==> src/rtl/rhc_pkg.sv <==
// ----------------------------------------------------------------------------
// RGB to HSL converter package
// Lane numbering and the control bundle shared by the pipeline cells.
// ----------------------------------------------------------------------------
package rhc_pkg;

  // Each cell carries three independent divisions side by side.
  localparam int NUM_LANES  = 3;
  localparam int LANE_LIGHT = 0;
  localparam int LANE_SAT   = 1;
  localparam int LANE_HUE   = 2;

  // Control that moves from one stage to the next with the data.
  typedef struct packed {
    logic valid;   // Stage holds a pixel.
    logic chroma;  // Pixel has color: hue and saturation are meaningful.
  } cell_ctl_t;

endpackage

==> src/rtl/rhc_prep.sv <==
// ----------------------------------------------------------------------------
// RGB to HSL front stage
// Finds max, min and delta of a pixel and sets up the numerator and
// denominator of the lightness, saturation and hue divisions.
// ----------------------------------------------------------------------------
module rhc_prep #(
  parameter int CHANNEL_BITS = 8
) (
  input  logic                                         clk,
  input  logic                                         rst,
  input  logic                                         in_valid,
  output logic                                         in_ready,
  input  logic [CHANNEL_BITS-1:0]                      red,
  input  logic [CHANNEL_BITS-1:0]                      green,
  input  logic [CHANNEL_BITS-1:0]                      blue,
  input  logic [CHANNEL_BITS-1:0]                      alpha,
  output rhc_pkg::cell_ctl_t                           out_ctl,
  input  logic                                         out_ready,
  output logic [rhc_pkg::NUM_LANES-1:0][CHANNEL_BITS+3:0] out_rem,
  output logic [rhc_pkg::NUM_LANES-1:0][CHANNEL_BITS+3:0] out_den,
  output logic [CHANNEL_BITS-1:0]                      out_alpha
);
  import rhc_pkg::*;

  localparam int W      = CHANNEL_BITS + 4;
  localparam int CH_MAX = 2**CHANNEL_BITS - 1;

  logic [CHANNEL_BITS-1:0]             hi, lo, delta;
  logic [CHANNEL_BITS:0]               sum, sat_den;
  logic [W-1:0]                        delta2, delta4, den6, hue_num;
  logic                                chroma_in;
  logic                                valid;
  logic                                chroma;
  logic [NUM_LANES-1:0][W-1:0]         rem;
  logic [NUM_LANES-1:0][W-1:0]         den;
  logic [CHANNEL_BITS-1:0]             alpha_q;

  // Max and min; ties for the max go to red, then green.
  always_comb begin
    hi = red;
    lo = red;
    if (green > hi) hi = green;
    if (blue > hi) hi = blue;
    if (green < lo) lo = green;
    if (blue < lo) lo = blue;
    delta     = hi - lo;
    sum       = (CHANNEL_BITS+1)'(hi) + (CHANNEL_BITS+1)'(lo);
    chroma_in = (hi != '0) && (delta != '0);
  end

  // Saturation denominator depends on which half lightness falls in.
  always_comb begin
    if (sum < (CHANNEL_BITS+1)'(CH_MAX)) begin
      sat_den = sum;
    end else begin
      sat_den = (CHANNEL_BITS+1)'(2 * CH_MAX) - sum;
    end
  end

  // Hue numerator over 6 * delta, already wrapped into [0, 6 * delta).
  always_comb begin
    delta2 = W'(delta) << 1;
    delta4 = W'(delta) << 2;
    den6   = delta4 + delta2;
    if (red == hi) begin
      if (green >= blue) begin
        hue_num = W'(green - blue);
      end else begin
        hue_num = den6 - W'(blue - green);
      end
    end else if (green == hi) begin
      hue_num = delta2 + W'(blue) - W'(red);
    end else begin
      hue_num = delta4 + W'(red) - W'(green);
    end
  end

  assign in_ready = !valid || out_ready;

  // Stage valid bit.
  always_ff @(posedge clk) begin
    if (rst) begin
      valid <= 1'b0;
    end else if (in_ready) begin
      valid <= in_valid;
    end
  end

  // Stage payload.
  always_ff @(posedge clk) begin
    if (in_ready && in_valid) begin
      chroma              <= chroma_in;
      rem[LANE_LIGHT]     <= W'(sum);
      den[LANE_LIGHT]     <= W'(2 * CH_MAX);
      rem[LANE_SAT]       <= W'(delta);
      den[LANE_SAT]       <= W'(sat_den);
      rem[LANE_HUE]       <= hue_num;
      den[LANE_HUE]       <= den6;
      alpha_q             <= alpha;
    end
  end

  assign out_ctl.valid  = valid;
  assign out_ctl.chroma = chroma;
  assign out_rem        = rem;
  assign out_den        = den;
  assign out_alpha      = alpha_q;

endmodule

==> src/rtl/rhc_div_cell.sv <==
// ----------------------------------------------------------------------------
// RGB to HSL division cell
// One restoring division step on each of the three lanes; a row of these
// cells develops one quotient bit per cell, most significant bit first.
// ----------------------------------------------------------------------------
module rhc_div_cell #(
  parameter int CHANNEL_BITS  = 8,
  parameter int FRACTION_BITS = 16
) (
  input  logic                                             clk,
  input  logic                                             rst,
  input  rhc_pkg::cell_ctl_t                               in_ctl,
  output logic                                             in_ready,
  input  logic [rhc_pkg::NUM_LANES-1:0][CHANNEL_BITS+3:0]  in_rem,
  input  logic [rhc_pkg::NUM_LANES-1:0][CHANNEL_BITS+3:0]  in_den,
  input  logic [rhc_pkg::NUM_LANES-1:0][FRACTION_BITS-1:0] in_quo,
  input  logic [CHANNEL_BITS-1:0]                          in_alpha,
  output rhc_pkg::cell_ctl_t                               out_ctl,
  input  logic                                             out_ready,
  output logic [rhc_pkg::NUM_LANES-1:0][CHANNEL_BITS+3:0]  out_rem,
  output logic [rhc_pkg::NUM_LANES-1:0][CHANNEL_BITS+3:0]  out_den,
  output logic [rhc_pkg::NUM_LANES-1:0][FRACTION_BITS-1:0] out_quo,
  output logic [CHANNEL_BITS-1:0]                          out_alpha
);
  import rhc_pkg::*;

  localparam int W = CHANNEL_BITS + 4;

  logic [NUM_LANES-1:0][W-1:0]             rem_next;
  logic [NUM_LANES-1:0][FRACTION_BITS-1:0] quo_next;
  logic [NUM_LANES-1:0][W-1:0]             rem;
  logic [NUM_LANES-1:0][W-1:0]             den;
  logic [NUM_LANES-1:0][FRACTION_BITS-1:0] quo;
  logic [CHANNEL_BITS-1:0]                 alpha_q;
  logic                                    valid;
  logic                                    chroma;

  // Shift the partial remainder and subtract the divisor when it fits.
  // The remainder never exceeds the divisor, so a numerator equal to the
  // divisor yields all ones, which is the saturated value of 1.0.
  always_comb begin
    logic [W-1:0] rem2;
    logic         fits;
    for (int i = 0; i < NUM_LANES; i++) begin
      rem2        = {in_rem[i][W-2:0], 1'b0};
      fits        = rem2 >= in_den[i];
      rem_next[i] = fits ? rem2 - in_den[i] : rem2;
      quo_next[i] = {in_quo[i][FRACTION_BITS-2:0], fits};
    end
  end

  assign in_ready = !valid || out_ready;

  // Cell valid bit.
  always_ff @(posedge clk) begin
    if (rst) begin
      valid <= 1'b0;
    end else if (in_ready) begin
      valid <= in_ctl.valid;
    end
  end

  // Cell payload.
  always_ff @(posedge clk) begin
    if (in_ready && in_ctl.valid) begin
      chroma  <= in_ctl.chroma;
      rem     <= rem_next;
      den     <= in_den;
      quo     <= quo_next;
      alpha_q <= in_alpha;
    end
  end

  assign out_ctl.valid  = valid;
  assign out_ctl.chroma = chroma;
  assign out_rem        = rem;
  assign out_den        = den;
  assign out_quo        = quo;
  assign out_alpha      = alpha_q;

endmodule

==> src/rtl/rgb_to_hsl_converter_core.sv <==
// ----------------------------------------------------------------------------
// RGB to HSL converter core
// Converts an RGBA pixel stream to hue, saturation, lightness and alpha.
// ----------------------------------------------------------------------------
// The core takes one pixel per clock while the output is not stalled and
// returns one HSL result per pixel, in order. It has one front stage that
// finds max, min and delta, then a row of FRACTION_BITS division cells, each
// producing one quotient bit for the lightness, saturation and hue divisions
// at once. Every stage holds its own valid bit, so bubbles close up and new
// pixels are taken while a finished result waits on the output. Results are
// truncated Q0.FRACTION_BITS fractions; lightness and saturation of 1.0 read
// as all ones, and grey or black pixels give zero hue and saturation.
module rgb_to_hsl_converter_core #(
  parameter int CHANNEL_BITS  = 8,
  parameter int FRACTION_BITS = 16
) (
  input  logic                                            clk,
  input  logic                                            rst,
  input  logic                                            s_tvalid,
  output logic                                            s_tready,
  // red_in, green_in, blue_in, alpha_in, zero padding
  input  logic [((4*CHANNEL_BITS+7)/8)*8-1:0]             s_tdata,
  output logic                                            m_tvalid,
  input  logic                                            m_tready,
  // hue_out, saturation_out, lightness_out, alpha_out, zero padding
  output logic [((3*FRACTION_BITS+CHANNEL_BITS+7)/8)*8-1:0] m_tdata
);
  import rhc_pkg::*;

  localparam int W      = CHANNEL_BITS + 4;
  localparam int OUT_W  = ((3*FRACTION_BITS+CHANNEL_BITS+7)/8)*8;
  localparam int STAGES = FRACTION_BITS + 1;

  cell_ctl_t                               st_ctl   [STAGES];
  logic                                    st_ready [STAGES];
  logic [NUM_LANES-1:0][W-1:0]             st_rem   [STAGES];
  logic [NUM_LANES-1:0][W-1:0]             st_den   [STAGES];
  logic [NUM_LANES-1:0][FRACTION_BITS-1:0] st_quo   [STAGES];
  logic [CHANNEL_BITS-1:0]                 st_alpha [STAGES];
  logic [FRACTION_BITS-1:0]                hue, sat, light;

  // Front stage.
  rhc_prep #(
    .CHANNEL_BITS(CHANNEL_BITS)
  ) u_prep (
    .clk      (clk),
    .rst      (rst),
    .in_valid (s_tvalid),
    .in_ready (s_tready),
    .red      (s_tdata[0*CHANNEL_BITS +: CHANNEL_BITS]),
    .green    (s_tdata[1*CHANNEL_BITS +: CHANNEL_BITS]),
    .blue     (s_tdata[2*CHANNEL_BITS +: CHANNEL_BITS]),
    .alpha    (s_tdata[3*CHANNEL_BITS +: CHANNEL_BITS]),
    .out_ctl  (st_ctl[0]),
    .out_ready(st_ready[0]),
    .out_rem  (st_rem[0]),
    .out_den  (st_den[0]),
    .out_alpha(st_alpha[0])
  );

  // The quotient starts empty and fills one bit per cell.
  assign st_quo[0] = '0;

  // Row of division cells.
  for (genvar k = 0; k < FRACTION_BITS; k++) begin : g_cell
    rhc_div_cell #(
      .CHANNEL_BITS (CHANNEL_BITS),
      .FRACTION_BITS(FRACTION_BITS)
    ) u_cell (
      .clk      (clk),
      .rst      (rst),
      .in_ctl   (st_ctl[k]),
      .in_ready (st_ready[k]),
      .in_rem   (st_rem[k]),
      .in_den   (st_den[k]),
      .in_quo   (st_quo[k]),
      .in_alpha (st_alpha[k]),
      .out_ctl  (st_ctl[k+1]),
      .out_ready(st_ready[k+1]),
      .out_rem  (st_rem[k+1]),
      .out_den  (st_den[k+1]),
      .out_quo  (st_quo[k+1]),
      .out_alpha(st_alpha[k+1])
    );
  end

  // The last cell register is the output register.
  assign st_ready[STAGES-1] = m_tready;
  assign m_tvalid           = st_ctl[STAGES-1].valid;

  // Hue and saturation are zero for pixels without color.
  assign light = st_quo[STAGES-1][LANE_LIGHT];
  assign sat   = st_ctl[STAGES-1].chroma ? st_quo[STAGES-1][LANE_SAT] : '0;
  assign hue   = st_ctl[STAGES-1].chroma ? st_quo[STAGES-1][LANE_HUE] : '0;

  assign m_tdata = OUT_W'({st_alpha[STAGES-1], light, sat, hue});

endmodule

==> config.mk <==
export PLATFORM = sky130hd
export DESIGN_NAME = rgb_to_hsl_converter_core
export DESIGN_NICKNAME = d
export VERILOG_FILES = /design/src/rtl/rhc_pkg.sv /design/src/rtl/rhc_prep.sv /design/src/rtl/rhc_div_cell.sv /design/src/rtl/rgb_to_hsl_converter_core.sv
export SDC_FILE = /design/constraint.sdc
export NUM_CORES = 2
export LEC_CHECK = 0
export ABC_AREA = 1
export BUFFER_PORTS_ARGS = -buffer_cell sky130_fd_sc_hd__buf_2
export CAP_MARGIN = 5
export CELL_PAD_IN_SITES_DETAIL_PLACEMENT = 0
export CELL_PAD_IN_SITES_GLOBAL_PLACEMENT = 1
export CORE_MARGIN = 2
export CORE_UTILIZATION = 52
export CTS_BUF_LIST = sky130_fd_sc_hd__clkbuf_16
export CTS_CLUSTER_SIZE = 14
export DETAILED_ROUTE_END_ITERATION = 10
export HOLD_SLACK_MARGIN = 0.06
export PLACE_DENSITY_LB_ADDON = 0.1
export SLEW_MARGIN = 0
export SYNTH_ARGS = -nofsm -noshare
export SYNTH_HDL_FRONTEND = slang
export SYNTH_SLANG_ARGS = --single-unit
==> constraint.sdc <==
create_clock -name clk -period 8.64 [get_ports clk]
set_clock_uncertainty 0.15 [all_clocks]
set_input_delay 0.432 -clock clk [delete_from_list [all_inputs] [get_ports clk]]
set_output_delay 0.432 -clock clk [all_outputs]
set_load 0.005 [all_outputs]
==> flow_metrics.py <==
metrics = {
    "finish": {
        "drive_above_1_share_pct": 7.527,
        "fin_util_pct": 58.54,
        "multi_input_area_mm2": 0.01848,
        "area_growth_pct": 11.36,
        "nets": 5676,
        "diodes": 0,
        "nFillCells": 9455,
        "seq_area_mm2": 0.03971,
    },
    "critical_path": {
        "cp_top_family": "adder cells",
        "critPathMaxFanout": 18,
        "timing.rr.start": "g_cell[15].u_cell.valid",
        "crit_required_ns": 9.01,
        "start_kind": "primary input",
        "slowest_stage": "fa_1",
        "r2r_cells": 24,
        "r2r-end": "u_prep.out_alpha[7]",
        "critical_path.endpoint_type": "flip-flop",
        "path_buf_inv": 9,
        "critPathKind": "primary input to flip-flop",
        "arrival_ns": 7.35,
        "cpMostUsedCell": "inv_1",
        "r2r_setup_slack_ns": 4.80,
        "slowest_delay_ns": 0.57,
    },
    "logic_synthesis": {
        "synth_top_family_by_area": "adder cells",
        "synthSimpleGateAreaFrac_pct": 8.668,
        "synthAdderAreaFrac_pct": 9.744,
        "synth_compound_area_share_pct": 7.417,
        "async_reset_ff_share_pct": 0,
        "avgSynthCellArea_um2": 12.28,
        "synth-xor-area-share_pct": 4.188,
        "yosysSeqAreaShare_pct": 64.83,
        "synth_cells": 4986,
        "ys_warn_count": 0,
        "ys_types": 57,
        "syn-num-nets": 5472,
        "synth_edf_count": 1311,
        "synth_mux_area_share_pct": 0.01839,
        "synth_area_mm2": 0.06125,
        "ys_seq_elements": 1328,
        "synth_ff_type": "edfxtp_1",
    },
    "global_routing": {
        "top_usage_layer": "met2",
        "grt_overflow": 0,
        "grt_pass1_vias": 34730,
        "grt_first_pass_wirelength_mm": 178.6,
        "grt_usage_pct": 18.75,
        "grt.met1_usage_pct": 21.75,
        "grt_max_degree": 84,
        "grtUsageMet2_pct": 34.99,
        "use_met3_pct": 2.930,
        "antenna_found_initial": 0,
    },
    "floorplan": {
        "fp.coreArea_mm2": 0.1165,
        "die_height_um": 347.2,
        "rows": 125,
        "start_util_pct": 52.57,
        "die-area_mm2": 0.1205,
        "pin_count": 94,
        "die_x_um": 347.2,
    },
    "flow_run": {
        "max-cap-violations": 0,
    },
    "routing": {
        "routed_wl_mm": 109.4,
        "vias": 34360,
        "ant_nets": 0,
        "wl_per_cell_um": 16.02,
        "drc": 0,
        "drt_iter0_markers": 1550,
        "first_pass_iters": 5,
        "routed_via_density": 5.034,
    },
    "timing": {
        "fin_crit_sh_pct": 80.76,
        "rsz0062_at_grt": "no",
        "setup_viol": 0,
        "slew_viol_final": 0,
        "hold_violations": 0,
        "fin_crit_ns": 6.978,
        "slew_headroom_pct": 22.31,
        "worst-slew-pin-transition_ns": 1.161,
        "final.setup.tns_ns": 0,
        "max_freq_mhz": 143.3,
    },
    "placement": {
        "hpwl_mm": 80.95,
        "gp_congestion": 0.8834,
        "portBuffers": 93,
    },
    "hold_path": {
        "holdPathStages": 2,
        "min-delay-start": "s_tdata[31]",
        "hold_class": "primary input to flip-flop",
        "holdPathEnd": "u_prep.out_alpha[7]",
    },
    "cts": {
        "clockBufferDepth": 3,
        "cts-root-buf": "clkbuf_16",
        "cts_setup_buffers": 0,
        "cts_tree": "yes",
        "clock-sinks": 1328,
        "insertion_delay_ns": 0.76,
        "numCtsBuffers": 141,
        "htree_levels": 4,
        "clk_pin_slew_ns": 0.06,
    },
    "power": {
        "peakVddDrop_v": 0.0002422,
        "cellPowerDensity_mw_per_mm2": 258.2,
        "p_leak_nw": 26.92,
    },
    "outcome": {
        "status": "finished clean",
    },
}
==> worst max path at each step <==
stage / startpoint / endpoint / slack (ns) / cells past startpoint
finish: s_tdata[7] / u_prep.out_rem[33] / 1.66 / 40
global route: s_tdata[1] / u_prep.out_rem[34] / 1.0 / 41
CTS: s_tdata[7] / u_prep.out_rem[33] / 1.71 / 40
detailed placement: s_tdata[7] / u_prep.out_rem[33] / 0.89 / 40
global placement: s_tdata[7] / u_prep.out_rem[33] / 0.95 / 41
floorplan: s_tdata[7] / u_prep.out_rem[33] / 2.17 / 36
==> per-layer routing <==
metal  vias up  part of all wire [%]
li1      17690                     -
met2       407                    53
met1     16080                    41
met4         0                   2.9
met3       180                   2.7
met5         -                     0
==> timing repair <==
item	4_1_cts	5_1_grt
endpoints found under the hold margin	25	0
setup endpoints to repair	0	0
hold buffers	13	0
gates resized for setup	0	0
==> stage by stage <==
stage	setup slack [ns]	total power, mW	std cells	hold slack (ns)	cell area, um2
3_5_place_dp	0.8891	12.00	6556	0.2545	63530
6_report	1.662	17.61	6825	0.2361	68210
3_3_place_gp	0.9483	11.99	6556	0.2502	63530
4_1_cts	1.709	17.84	6823	0.1660	68190
2_1_floorplan	2.173	10.90	4986	0.2503	61250
5_1_grt	0.9995	18.70	6825	0.1955	68210
==> registers in the layout (all words and copies together), names as in the netlist, 16 cells and up <==
register,cells
g_cell.u_cell.chroma,16
g_cell.u_cell.out_alpha,128
u_prep.out_den,17
g_cell.u_cell.out_rem,436
g_cell.u_cell.out_quo,408
u_prep.out_rem,27
g_cell.u_cell.valid,16
g_cell.u_cell.out_den,270
==> final cells by class <==
class                      instances  area share [%]
clock buffer                     144           5.283
tap                             1524           2.796
inverter                         738           4.072
sequential                      1328           58.22
multi-input combinational       2847           27.09
clock inverter                   110           1.365
timing repair buffer             134           1.181
==> synthesized netlist by cell type (17+ instances only) <==
master | instances | area (um2)
nand4_1 | 25 | 156.4
o21ai_0 | 391 | 1957
nor3_1 | 40 | 200.2
a21oi_1 | 319 | 1597
buf_4 | 20 | 150.1
o21bai_1 | 43 | 322.8
nand2_1 | 721 | 2706
dfxtp_1 | 17 | 340.3
fa_1 | 45 | 900.9
nor2_1 | 271 | 1017
a211oi_1 | 18 | 135.1
inv_1 | 720 | 2703
xnor2_1 | 101 | 884.6
nand2_2 | 18 | 112.6
clkbuf_1 | 48 | 180.2
edfxtp_1 | 1311 | 39370
xor2_1 | 190 | 1664
nand3_1 | 129 | 645.6
ha_1 | 405 | 5067
==> cell families (layout without fill, tap and decap cells) <==
group,count (synthesis),count (layout)
xor gates and xnor gates,292,292
and+or+nand+nor,1264,1264
AOI/OAI and AO/OA,840,840
buffers and inverters,811,1126
muxes,1,1
DFF,1328,1328
adders and majority gates,450,450
==> cell usage in the layout, fill, tap and decap left out, types with 7 or more instances in the layout <==
cell type and n:
nand2_2 18, fa_1 45, buf_4 28, clkinv_2 31, nand2_1 721, buf_2 93
nor2_1 265, clkinv_1 38, o31ai_1 12, o221ai_1 12, a21o_1 10, a21oi_1 316
nand4_1 25, inv_2 14, o21ai_0 391, dfxtp_1 17, nor3_1 40, dlygate4sd3_1 13
nor2_4 14, nor4_1 9, xor2_1 190, xnor2_1 101, ha_1 405, and2_1 11
nor2_2 7, o21ai_1 8, clkbuf_16 144, inv_1 736, nand3_1 129, edfxtp_1 1311
a211oi_1 18, bufinv_16 9, o21bai_1 43
==> power by group <==
| part | internal (mW) | leakage, nW | switching [mW] |
|---|---|---|---|
| sequential | 7.48 | 12.0 | 0.174 |
| combinational | 1.61 | 12.6 | 2.58 |
| clock | 3.33 | 2.31 | 2.43 |
| total | 12.4 | 26.9 | 5.19 |
Power figures use the tool's default switching activity.
